===== config.mk =====
export PLATFORM = sky130hd
export DESIGN_NAME = pbb_merge
export DESIGN_NICKNAME = d
export VERILOG_FILES = /design/src/rtl/core/page_framebuffer_bitmap_blit_core_assert.svh /design/src/rtl/core/pbb_pkg.sv /design/src/rtl/core/pbb_merge.sv
export SDC_FILE = /design/constraint.sdc
export NUM_CORES = 1
export LEC_CHECK = 0
export BUFFER_PORTS_ARGS = -buffer_cell sky130_fd_sc_hd__buf_2
export CORE_UTILIZATION = 43
export DETAILED_ROUTE_END_ITERATION = 8
export PLACE_DENSITY = 0.78
export SLEW_MARGIN = 30
export SYNTH_ARGS = -nofsm -noshare
export SYNTH_HDL_FRONTEND = slang
export SYNTH_SLANG_ARGS = --single-unit

===== constraint.sdc =====
create_clock -name vclk -period 2.3
set_input_delay 0.23 -clock vclk [all_inputs]
set_output_delay 0.23 -clock vclk [all_outputs]
set_load 0.03 [all_outputs]

===== src/rtl/core/page_framebuffer_bitmap_blit_core_assert.svh =====
// Assertion macros used by the blit core RTL.
`ifndef PAGE_FRAMEBUFFER_BITMAP_BLIT_CORE_ASSERT_SVH
`define PAGE_FRAMEBUFFER_BITMAP_BLIT_CORE_ASSERT_SVH

// Same-cycle implication, checked at every rising edge outside reset.
`define PBB_ASSERT_IMP(label, clk, rst, cond, prop, msg) \
   label: assert property (@(posedge clk) disable iff (rst) (cond) |-> (prop)) \
      else $error(msg);

// Next-cycle implication, checked at every rising edge outside reset.
`define PBB_ASSERT_NXT(label, clk, rst, cond, prop, msg) \
   label: assert property (@(posedge clk) disable iff (rst) (cond) |=> (prop)) \
      else $error(msg);

`endif


===== src/rtl/core/pbb_pkg.sv =====
package pbb_pkg;

   // Frame geometry.
   localparam int FRAME_PAGES   = 8;
   localparam int FRAME_COLUMNS = 128;

   localparam int COL_AW  = $clog2(FRAME_COLUMNS);
   localparam int PAGE_AW = (FRAME_PAGES > 1) ? $clog2(FRAME_PAGES) : 1;
   localparam int WORD_W  = FRAME_PAGES * 8;

   // Signed destination column (-128..254) and page (-8..15) working widths.
   localparam int DCOL_W  = 10;
   localparam int DPAGE_W = 6;

   localparam logic [7:0] BYTE_MASK = 8'hFF;

   localparam int CSR_INDEX_W = 4;
   localparam logic [CSR_INDEX_W-1:0] CSR_X_POSITION   = 4'd0;
   localparam logic [CSR_INDEX_W-1:0] CSR_Y_POSITION   = 4'd1;
   localparam logic [CSR_INDEX_W-1:0] CSR_BITMAP_WIDTH = 4'd2;
   localparam logic [CSR_INDEX_W-1:0] CSR_BITMAP_PAGES = 4'd3;

   localparam logic MODE_DRAW = 1'b0;
   localparam logic MODE_READ = 1'b1;

   typedef struct packed {
      logic signed [7:0] x_position;
      logic signed [6:0] y_position;
      logic [7:0]        bitmap_width;
      logic [3:0]        bitmap_pages;
   } pbb_cfg_type;

   // One decoded transaction as it sits in the merge stage.
   typedef struct packed {
      logic               mode;
      logic [7:0]         pixel_byte;
      logic [2:0]         shift;
      logic [COL_AW-1:0]  col_addr;
      logic [PAGE_AW-1:0] low_page;
      logic [PAGE_AW-1:0] spill_page;
      logic               low_en;
      logic               spill_en;
   } pbb_item_type;

endpackage


===== src/rtl/core/pbb_merge.sv =====
module pbb_merge import pbb_pkg::*; (
   input  pbb_item_type      item,
   input  logic [WORD_W-1:0] old_word,
   output logic [WORD_W-1:0] new_word,
   output logic [7:0]        read_data,
   output logic              written
);

   logic [7:0] low_bits;
   logic [7:0] spill_bits;
   logic [7:0] low_keep;
   logic [3:0] spill_shift;

   assign low_keep    = ~(BYTE_MASK << item.shift);
   assign spill_shift = 4'd8 - {1'b0, item.shift};
   assign low_bits    = item.pixel_byte << item.shift;
   assign spill_bits  = item.pixel_byte >> spill_shift;
   assign written     = (item.mode == MODE_DRAW) && (item.low_en || item.spill_en);

   always_comb begin
      logic [7:0] old_byte;
      new_word  = old_word;
      read_data = 8'd0;
      for (int p = 0; p < FRAME_PAGES; p++) begin
         old_byte = old_word[p*8 +: 8];
         if (item.low_en && (item.low_page == PAGE_AW'(p))) begin
            if (item.mode == MODE_READ) begin
               read_data = old_byte;
            end else begin
               new_word[p*8 +: 8] = (old_byte & low_keep) | low_bits;
            end
         end
         if (item.spill_en && (item.spill_page == PAGE_AW'(p))) begin
            new_word[p*8 +: 8] = (old_byte & ~low_keep) | spill_bits;
         end
      end
   end

endmodule


Word level (Yosys, flattened, before mapping):

Cells that the tools add are included.

* input port bits: 91
* register bits: 0
* word-level logic and storage cells: 113
* output and inout bits: 73

* shifts and indexed selects: 3
* reductions and logical operators: 20
* bitwise logic cells: 35
* mux-type cells: 40
* equal/unequal tests: 14
* add/sub/neg operators: 1

Operators by type and width (number)
* $mux W8: 40
* $and A8 B8 Y8: 16
* $or A8 B8 Y8: 16
* $eq A3 B3 Y1 const B: 8
* $logic_and A1 B1 Y1: 17
* $not A8 Y8: 2
* $eq A3 B2 Y1 const B: 4
* $shl A8 B3 Y8: 1
* $shl A8 B3 Y8 const A: 1
* $shr A8 B4 Y8: 1
* $eq A3 B1 Y1 const B: 2
* $logic_not A3 Y1: 2
* $sub A4 B3 Y4 const A: 1
* $logic_or A1 B1 Y1: 1
* $not A1 Y1: 1

Logic depth before layout (Yosys ltp):

* depth after elaboration: 17
* mapped depth: 11
* mapped depth without buffers: 7

Worst setup path after synthesis:

OpenSTA, ideal clock, no wires.

* path kind: in2out
* from: input item[16] (netlist bit)
* to: output new_word[29]
* setup slack: -0.496 ns
* data required time: 2.070 ns
* data arrival time: 2.566 ns
* stages: 8
* path buffers: 2
* path through: buf_1 > inv_1 > ha_1 > buf_2 > mux2_2 > a21oi_1 > nor3_1 > a2bb2oi_1

* longest elaborated chain between the ends: 7
* elaborated cells on any way between the ends: 13
* classes of those cells: add/sub (1); shift (3); mux (3); bitwise (6)

RTL lines
* start: declaration: line pbb_merge.sv:2 `input pbb_item_type item,`
* branches (longest 6 deep; another with $sub A4 B3 Y4)
* $mux W8 (*): line pbb_merge.sv:33 `if (item.spill_en && (item.spill_page == PAGE_AW'(p))) begin`
* end: declaration: line pbb_merge.sv:4 `output logic [WORD_W-1:0] new_word,`

Every way passes the cells marked *.

Worst setup path in the final report:

* from: input item[15] (netlist bit)
* to: output new_word[24]

The elaborated chain is that of the path after synthesis.

==> metrics.cfg <==
[outcome]
status=finished clean

[logic_synthesis]
synthTopCellsByArea=mux4_2, o221ai_1, o211ai_1
syn-instance-count=427
number_of_different_library_cells_in_the_post_synthesis_netlist=49
part_of_the_yosys_area_used_for_sequential_elements_pct=0
yosys_top_cell_area_share_pct=13.5
yosys_warnings=0
syn-num-nets=522
syn_avg_cell_area_sq_um=7.03
synth.largest_area_cell=mux4_2
syn-cell-area_sq_um=3000

[die]
die_width_um=85.5
coreArea_sq_um=6760
pin_count=164
rows=30
start_util_pct=44.4
floorplan.die.height_um=85.5
fp.dieArea_sq_um=7320

[placement]
finalWeightedCongestion=0.967
post-place-cells=683
post-dp-hpwl_um=11600
port_buffers=157

[worst_setup_path]
cp_data_arrival_time_ns=2.04
crit_required_ns=2.07
critical_path_startpoint_category=primary input
critical_path.endpoint_type=output port
worstPathMaxFanout=8
criticalPathCategory=in2out

[global_route]
global_route.usage.total_pct=39.1
grt_max_degree=21
globalRoute.totalOverflow=0
grt_pass1_wl_um=22600
grt_antenna_before_repair=0
global_route_met1_utilization_pct=49.6
use_met2_pct=64.7
globalRoute.busiestLayer=met2
grt_pass1_vias=4330
met3_usage_pct=6.45

[min_path]
timing.hold.worst.class=in2out

[cells_and_area]
layout.clock_buffers=0
count_of_flip_flops_and_latches=0
num_antenna_cells=0
final-instance-count-excl-fill=683
layout_area_overhead_pct=52.5
drive_above_1_share_pct=49.4
filler_cell_count=581
finalNetCount=700
final-seq-area_sq_um=0

[route]
drt_iter0_markers=572
drc_violation_count_after_routing=0
postRouteWirelength_um=15100
avgViaCountPerCell=7.05
routed-via-count=4812
drt-pass1-iter-count=5
detail_route_antenna_nets=0
routedWlPerCell_um=22.1

[pwr]
post-layout-total-power_mw=1.14
peakVddDrop_mv=0.149
cellLeakagePower_nw=1.88
cellPowerDensity_nw_per_um2=250

[timing]
fin_crit_ns=2.27
report.final.hold_viol_count=0
fin_hold_ws_ns=0.810
grt_setup_unrepaired=false
final-max-slew-violation-count=0
finalSetupViolations=0
period_utilization_post_route_pct=98.5
worst_slew_margin_rel_pct=63.6
fmaxAchievable_mhz=441
setup_tns_ns=0
timing_worst_slew_pin_value_ns=0.545

[clock_tree]
cts_setup_buffers=0
cts_resized=0
cts_hold_buf=0

[flow_run]
max_cap_violations=0

cells in the mapped netlist (2+ instances only):
| cell type | instances |
|---|---|
| a211o_1 | 7 |
| clkbuf_1 | 29 |
| or3_1 | 2 |
| a221o_1 | 8 |
| nand3_1 | 25 |
| mux4_1 | 2 |
| a21o_1 | 6 |
| buf_2 | 7 |
| mux4_2 | 18 |
| o221ai_1 | 32 |
| o2111ai_1 | 6 |
| mux2_2 | 8 |
| nand4_1 | 8 |
| o31ai_1 | 2 |
| nor2b_1 | 4 |
| nand4bb_1 | 3 |
| nor4bb_1 | 3 |
| nand2b_1 | 4 |
| and3b_1 | 2 |
| ha_1 | 4 |
| and4b_1 | 3 |
| buf_1 | 9 |
| a32oi_1 | 4 |
| or2_2 | 3 |
| o21ai_0 | 39 |
| nor2_1 | 21 |
| o211ai_1 | 29 |
| nand2_1 | 50 |
| a22o_1 | 2 |
| and2_1 | 3 |
| and3_1 | 3 |
| nor3_1 | 8 |
| nand3b_1 | 3 |
| nand4b_1 | 3 |
| a21oi_1 | 32 |
| inv_1 | 5 |
| mux2i_1 | 18 |
worst max-delay path: stages:
cell and delay (ns):
buf_4 0.09, inv_2 0.04, ha_4 0.30, mux2_4 0.30, o211ai_1 0.31, a21oi_4 0.17, a221o_2 0.44, buf_6 0.15
where the power goes:
group / internal [mW] / switching [mW]
Clock: 0 / 0
Sequential: 0 / 0
Combinational: 0.445 / 0.698
cell families after synthesis:
kind of cell,after synthesis,synth area share [%]
and+or+nand+nor,153,26.8
AOI/OAI and AO/OA,173,40.3
muxes,46,24.3
adders and majority gates,4,1.67
buffers and inverters,51,6.92
per-layer routing:
layer / up-vias / part of all wire (%)
met5: - / 0
met4: 0 / 5.7
met3: 84 / 11
met2: 416 / 46
met1: 2213 / 38
li1: 2099 / -
path summary, 6_finish.rpt:
path,startpoint,endpoint,slack (ns),cells after the start
setup / recovery,item[15],new_word[24],0.03,8
hold / removal,item[26],written,0.81,3
layout make-up:
type / count / area [sq um] / share of cell area, %
Tap cell: 80 / 100 / 2.19
Multi-Input combinational cell: 376 / 3120 / 68.2
Inverter: 5 / 18.8 / 0.410
Timing Repair Buffer: 222 / 1340 / 29.2
through the flow:
stage               utilization, %  setup slack, ns  instance area, sq um
floorplan                        -         -0.00317                  3330
global placement              67.1           0.0250                  4540
detailed placement            67.1           0.0258                  4540
CTS                           67.1           0.0202                  4540
global route                  67.7          0.00248                  4570
finish                        67.7           0.0339                  4570
placed cells by master (no fill, tap or decap), types with 10 or more instances in the layout:
| cell type | netlist | layout |
|---|---|---|
| nand3_1 | 25 | 25 |
| mux4_2 | 18 | 18 |
| nand2_1 | 50 | 50 |
| o211ai_1 | 29 | 29 |
| a21oi_1 | 32 | 30 |
| nor2_1 | 21 | 21 |
| o21ai_1 | 1 | 10 |
| o221ai_2 | 0 | 16 |
| buf_2 | 7 | 152 |
| mux2i_1 | 18 | 18 |
| o21ai_0 | 39 | 29 |
| buf_4 | 0 | 63 |
| o221ai_1 | 32 | 14 |
Note: power is estimated with default switching activity, not from simulation.
