### src/rtl/core/page_framebuffer_bitmap_blit_core_assert.svh
// Assertion macros used by the blit core RTL.
`ifndef PAGE_FRAMEBUFFER_BITMAP_BLIT_CORE_ASSERT_SVH
`define PAGE_FRAMEBUFFER_BITMAP_BLIT_CORE_ASSERT_SVH

// Same-cycle implication, checked at every rising edge outside reset.
`define PBB_ASSERT_IMP(label, clk, rst, cond, prop, msg) \
   label: assert property (@(posedge clk) disable iff (rst) (cond) |-> (prop)) \
      else $error(msg);

// Next-cycle implication, checked at every rising edge outside reset.
`define PBB_ASSERT_NXT(label, clk, rst, cond, prop, msg) \
   label: assert property (@(posedge clk) disable iff (rst) (cond) |=> (prop)) \
      else $error(msg);

`endif

### src/rtl/core/pbb_pkg.sv
package pbb_pkg;

   // Frame geometry.
   localparam int FRAME_PAGES   = 8;
   localparam int FRAME_COLUMNS = 128;

   localparam int COL_AW  = $clog2(FRAME_COLUMNS);
   localparam int PAGE_AW = (FRAME_PAGES > 1) ? $clog2(FRAME_PAGES) : 1;
   localparam int WORD_W  = FRAME_PAGES * 8;

   // Signed destination column (-128..254) and page (-8..15) working widths.
   localparam int DCOL_W  = 10;
   localparam int DPAGE_W = 6;

   localparam logic [7:0] BYTE_MASK = 8'hFF;

   localparam int CSR_INDEX_W = 4;
   localparam logic [CSR_INDEX_W-1:0] CSR_X_POSITION   = 4'd0;
   localparam logic [CSR_INDEX_W-1:0] CSR_Y_POSITION   = 4'd1;
   localparam logic [CSR_INDEX_W-1:0] CSR_BITMAP_WIDTH = 4'd2;
   localparam logic [CSR_INDEX_W-1:0] CSR_BITMAP_PAGES = 4'd3;

   localparam logic MODE_DRAW = 1'b0;
   localparam logic MODE_READ = 1'b1;

   typedef struct packed {
      logic signed [7:0] x_position;
      logic signed [6:0] y_position;
      logic [7:0]        bitmap_width;
      logic [3:0]        bitmap_pages;
   } pbb_cfg_type;

   // One decoded transaction as it sits in the merge stage.
   typedef struct packed {
      logic               mode;
      logic [7:0]         pixel_byte;
      logic [2:0]         shift;
      logic [COL_AW-1:0]  col_addr;
      logic [PAGE_AW-1:0] low_page;
      logic [PAGE_AW-1:0] spill_page;
      logic               low_en;
      logic               spill_en;
   } pbb_item_type;

endpackage

### src/rtl/core/pbb_if.sv


interface pbb_csr_if import pbb_pkg::*; ();
   logic                   valid;
   logic                   ready;
   logic [CSR_INDEX_W-1:0] index;
   logic [7:0]             data;

   modport source (output valid, index, data, input ready);
   modport sink (input valid, index, data, output ready);
endinterface

### src/rtl/core/pbb_csr_regs.sv
module pbb_csr_regs import pbb_pkg::*; (
   input  logic        clock,
   input  logic        reset,
   pbb_csr_if.sink     csr,
   output pbb_cfg_type cfg
);

   pbb_cfg_type cfg_ff;

   assign csr.ready = 1'b1;
   assign cfg       = cfg_ff;

   // Writes to indexes beyond the register list are dropped.
   always_ff @(posedge clock) begin
      if (reset) begin
         cfg_ff.x_position   <= 8'sd0;
         cfg_ff.y_position   <= 7'sd0;
         cfg_ff.bitmap_width <= 8'd8;
         cfg_ff.bitmap_pages <= 4'd1;
      end else if (csr.valid) begin
         case (csr.index)
            CSR_X_POSITION:   cfg_ff.x_position   <= csr.data;
            CSR_Y_POSITION:   cfg_ff.y_position   <= csr.data[6:0];
            CSR_BITMAP_WIDTH: cfg_ff.bitmap_width <= csr.data;
            CSR_BITMAP_PAGES: cfg_ff.bitmap_pages <= csr.data[3:0];
            default: ;
         endcase
      end
   end

endmodule

### src/flat_wrapper.sv
// flat-port wrapper written by rule: the top's interface ports become plain ports
module pbb_csr_regs_flat import pbb_pkg::*;
  (clock, reset, cfg, csr_valid, csr_index, csr_data, csr_ready);
  pbb_csr_if csr_i ();
  input  logic clock;
  input  logic reset;
  output pbb_cfg_type cfg;
  input wire logic [$bits(csr_i.valid)-1:0] csr_valid;
  input wire logic [$bits(csr_i.index)-1:0] csr_index;
  input wire logic [$bits(csr_i.data)-1:0] csr_data;
  output wire logic [$bits(csr_i.ready)-1:0] csr_ready;
  assign csr_i.valid = csr_valid;
  assign csr_i.index = csr_index;
  assign csr_i.data = csr_data;
  assign csr_ready = csr_i.ready;
  pbb_csr_regs u_core (.clock(clock), .reset(reset), .csr(csr_i), .cfg(cfg));
endmodule
### config.mk
export PLATFORM = sky130hd
export DESIGN_NAME = pbb_csr_regs_flat
export DESIGN_NICKNAME = d
export VERILOG_FILES = /design/src/rtl/core/page_framebuffer_bitmap_blit_core_assert.svh /design/src/rtl/core/pbb_pkg.sv /design/src/rtl/core/pbb_if.sv /design/src/rtl/core/pbb_csr_regs.sv /design/src/flat_wrapper.sv
export SDC_FILE = /design/constraint.sdc
export NUM_CORES = 1
export LEC_CHECK = 0
export BUFFER_PORTS_ARGS = -buffer_cell sky130_fd_sc_hd__buf_2
export CAP_MARGIN = 20
export CORE_AREA = 2 2 51 53
export DETAILED_ROUTE_END_ITERATION = 8
export DIE_AREA = 0 0 53 55
export PLACE_DENSITY = 0.86
export SYNTH_ARGS = -nofsm -noshare
export SYNTH_HDL_FRONTEND = slang
export SYNTH_SLANG_ARGS = --single-unit
### constraint.sdc
create_clock -name clock -period 2.55 [get_ports clock]
set_input_delay 0.1275 -clock clock [delete_from_list [all_inputs] [get_ports clock]]
set_output_delay 0.1275 -clock clock [all_outputs]
set_load 0.1 [all_outputs]
== Word-level counts from Yosys, hierarchy flattened ==
Index checks and enable logic that the tools add are counted.
W data, S select, Z words.

* Reduce and logical (&&, ||, !) cells: 5
* Equality and inequality tests: 3

{| class="wikitable"
|+ Operators with widths
! cell !! count
|-
| $eq A4 B2 Y1 const B || 2
|-
| $reduce_and A2 Y1 || 4
|-
| $eq A4 B1 Y1 const B || 1
|-
| $logic_not A4 Y1 || 1
|}

* Output and inout bits: 28
* Flip-flop bits (word level): 27
* Logic and storage cells: 12

== Depth between registers and ports, before layout ==
* Depth after elaboration: 2
* Mapped depth: 4
* Gate-level depth less buffers: 3

== Least setup slack after synthesis ==
No wires, ideal clock.

* Path type: register -> register
* Start point: register u_core.cfg[0] (netlist name)
* End point: register u_core.cfg_ff, in the netlist u_core.cfg[0]
* Setup time: 0.072 ns
* Arrival: 1.166 ns
* Buffers on the path: 0
* Path slack: 1.312 ns
* Required time: 2.478 ns
* Cell stages (with the launch flop): 3
* Path through: dfxtp_1 -> nor2_1 -> mux2i_1

{| class="wikitable"
|+ RTL lines
! what !! RTL line !! RTL
|-
| end, declared || pbb_csr_regs.sv:8 || <nowiki>pbb_cfg_type cfg_ff;</nowiki>
|}

== Worst setup path in the final report ==
* Start point: register u_core.cfg_ff, in the netlist u_core.cfg[3]
* End point: output cfg[3] (netlist bit)

{| class="wikitable"
|+ RTL lines
! what !! RTL line !! RTL
|-
| end, declared || flat_wrapper.sv:7 || <nowiki>output pbb_cfg_type cfg;</nowiki>
|}

No word-level cell between the ends.

==> metrics <==
status=finished clean; I/O pin count=43; non-filler cells, final=177; Worst EP required=2.42 ns; setup TNS=0 ns; final setup violating endpoints=0; Worst setup endpoint=cfg[3]; Antenna diodes=0; largest net degree at the start of global routing=38; HP Class=in -> reg; worst r2r path cells=2; final net count=163; Root Buffer=clkbuf_4; Antenna Nets Post-Route=0; Chip Width=53 µm; VDD IR max=441 µV; Final Cycle Share=0.502; worst-margin pin slew=0.501 ns; clock latency on the worst-skew pair=0.34 ns; grt total ovfl=0; Setup crit start kind=flop; worst-path maximum fanout=2; Cell Rows=18; pre-CTS WS=1.24 ns; Via Count=849; Synth Cell Area=1140 µm²; Largest register FFs=27; total power=716 µW; CTS sink cnt=27; TritonCTS Buffers=3; DR WL/cell=12.9 µm; clock group share of total power=0.259; switching power=201 µW; initial antenna violation count=0; area of the multi-input gates=558 µm²; P&R area growth vs syn=20.1%; final worst slack=1.27 ns; Highest Clock Rate=0.781 GHz; H-Tree Level Count=1; slowest cell on the critical path=buf_2; Final GP Congestion=0.692; Syn Area/Cell=10.5 µm²; Fin Clk Skew=0 ns; CP Depth=1; crit path capture type=output pin; max_slew headroom=0.665; Slew Limit Fails=0; Cell variety after synth=16; Post-Place Cells=173; Seq/Total Area, Yosys=0.474; CTS-repair resized insts=0; Worst Path Buf+Inv=1; maxcap violations=0; postcts setup bufs=0; WS Path Type=reg -> out; starting density of the core=0.482; critical path's top delay family=buffers and inverters; Residual DRC=0; Yosys top cell by area=dfxtp_1; combinational share of power=0.140; clock tree buffer depth=2; Total GRT Usage=0.171; Cell Pwr Density=523 nW/µm²; post-layout util=0.579; Cell Chain, Critical Path=buf_2; Leakage Power=0.000715 µW; layout cells sized above 1=0.320; Synth top area share=0.474; Die Area=2920 µm²; first-pass GRT wire length=3.51 mm; Synth Warn #=0; detailed placement HPWL=1.74 mm; Filler Cell Count=218; core area=2360 µm²; Iteration-0 DRC Markers=16; FF+latch count, synth=27; I/O Buffers=41; Tmin final=1.28 ns; via density per instance=4.80; Mapped Cells=109; vias in the first global route=785; Synth area leaders=dfxtp_1 47%, mux2i_1 24%, nand2b_1 18%; register area=541 µm²; clock transition at the registers of the reported paths=0.15 ns; hold depth=3; Net Count, Synth=124; sequential power share=0.601; worst reg2reg path startpoint=u_core.cfg[2]$_SDFFE_PP0P_; Critical Path Start=u_core.cfg[3]$_SDFFE_PP0P_; critical path's largest stage delay=0.43 ns; RR Endpoint=u_core.cfg[2]$_SDFFE_PP0P_; Hold Violations, Final=0; CTS tree=done; routed wire length=2.29 mm; Pre-antenna DRT Iters=4; CTS Hold Bufs=0; RSZ-0062 raised after global routing=no; Sw Share=0.281; worst path arrival time=1.15 ns; flop-to-flop setup slack=1.91 ns; Die Y=55 µm; Internal Dissipation=515 µW
## layer usage
layer | vias to the layer above | global-route usage | routed length (µm) | share of wire
li1 | 427 | - | - | -
met1 | 395 | 0.210 | 976 | 0.43
met2 | 22 | 0.279 | 1130 | 0.49
met3 | 5 | 0.0349 | 124 | 0.054
met4 | 0 | 0.103 | 56 | 0.024
met5 | - | 0 | 0 | 0
## power groups by stage
stage	clock [µW]	sequential (µW)	combinational, µW
2_1_floorplan	0	479	40.3
3_3_place_gp	0	439	98.3
3_5_place_dp	0	439	100
4_1_cts	186	430	100
5_1_grt	203	431	106
6_report	185	430	100
## Yosys cell counts
cell type	instances
or2_0	1
nand2_1	2
and2b_2	1
nor3_1	1
nand2b_2	1
nand2b_1	33
nor2b_1	2
nand3_1	1
buf_4	2
nor2_1	4
conb_1	1
buf_6	1
clkbuf_1	4
or3b_1	1
dfxtp_1	27
mux2i_1	27
## stage by stage
step,hold WS [ns],cell area [µm²]
finish,0.0523,1370
global route,0.0483,1370
CTS,0.0546,1370
detailed placement,0.411,1340
global placement,0.396,1340
floorplan,0.289,1140
## worst min-delay path by stage
stage	startpoint	end	slack, ns
final	csr_data[0]	u_core.cfg[0]$_SDFFE_PP1P_	0.05
after global routing	csr_data[0]	u_core.cfg[0]$_SDFFE_PP1P_	0.05
after CTS	csr_data[0]	u_core.cfg[0]$_SDFFE_PP1P_	0.05
after detailed placement	csr_data[0]	u_core.cfg[0]$_SDFFE_PP1P_	0.41
after global placement	csr_data[0]	u_core.cfg[0]$_SDFFE_PP1P_	0.40
after floorplan	csr_data[0]	u_core.cfg[0]$_SDFFE_PP1P_	0.29
## cells in the final DEF, fill, tap and decap left out
cell type	n
nand2b_2	1
nor3_1	1
nand3_1	1
or2_0	1
or3b_1	1
clkbuf_4	3
clkinv_2	1
dfxtp_1	27
mux2i_1	27
nor2_1	4
conb_1	1
nor2b_1	2
and2b_2	1
nand2b_1	33
buf_2	41
nand2_1	2
## cells by family (layout without fill, tap and decap cells)
kind of cell	count (synthesis)	count (layout)	synth area share
other	1	1	0.00329
and+or+nand+nor	47	47	0.249
DFF	27	27	0.474
buffers and inverters	7	45	0.0362
muxes	27	27	0.237
## cell type report
class                      count  area share
timing repair buffer          41       0.150
multi-input combinational     75       0.408
sequential                    27       0.395
tap                           30      0.0274
clock buffer                   3      0.0165
clock inverter                 1     0.00366
## tightest hold or removal path, stage by stage
cell     delay (ns)
buf_2          0.09
nor2_1         0.04
mux2i_1        0.10
(Power assumes the default switching activity.)
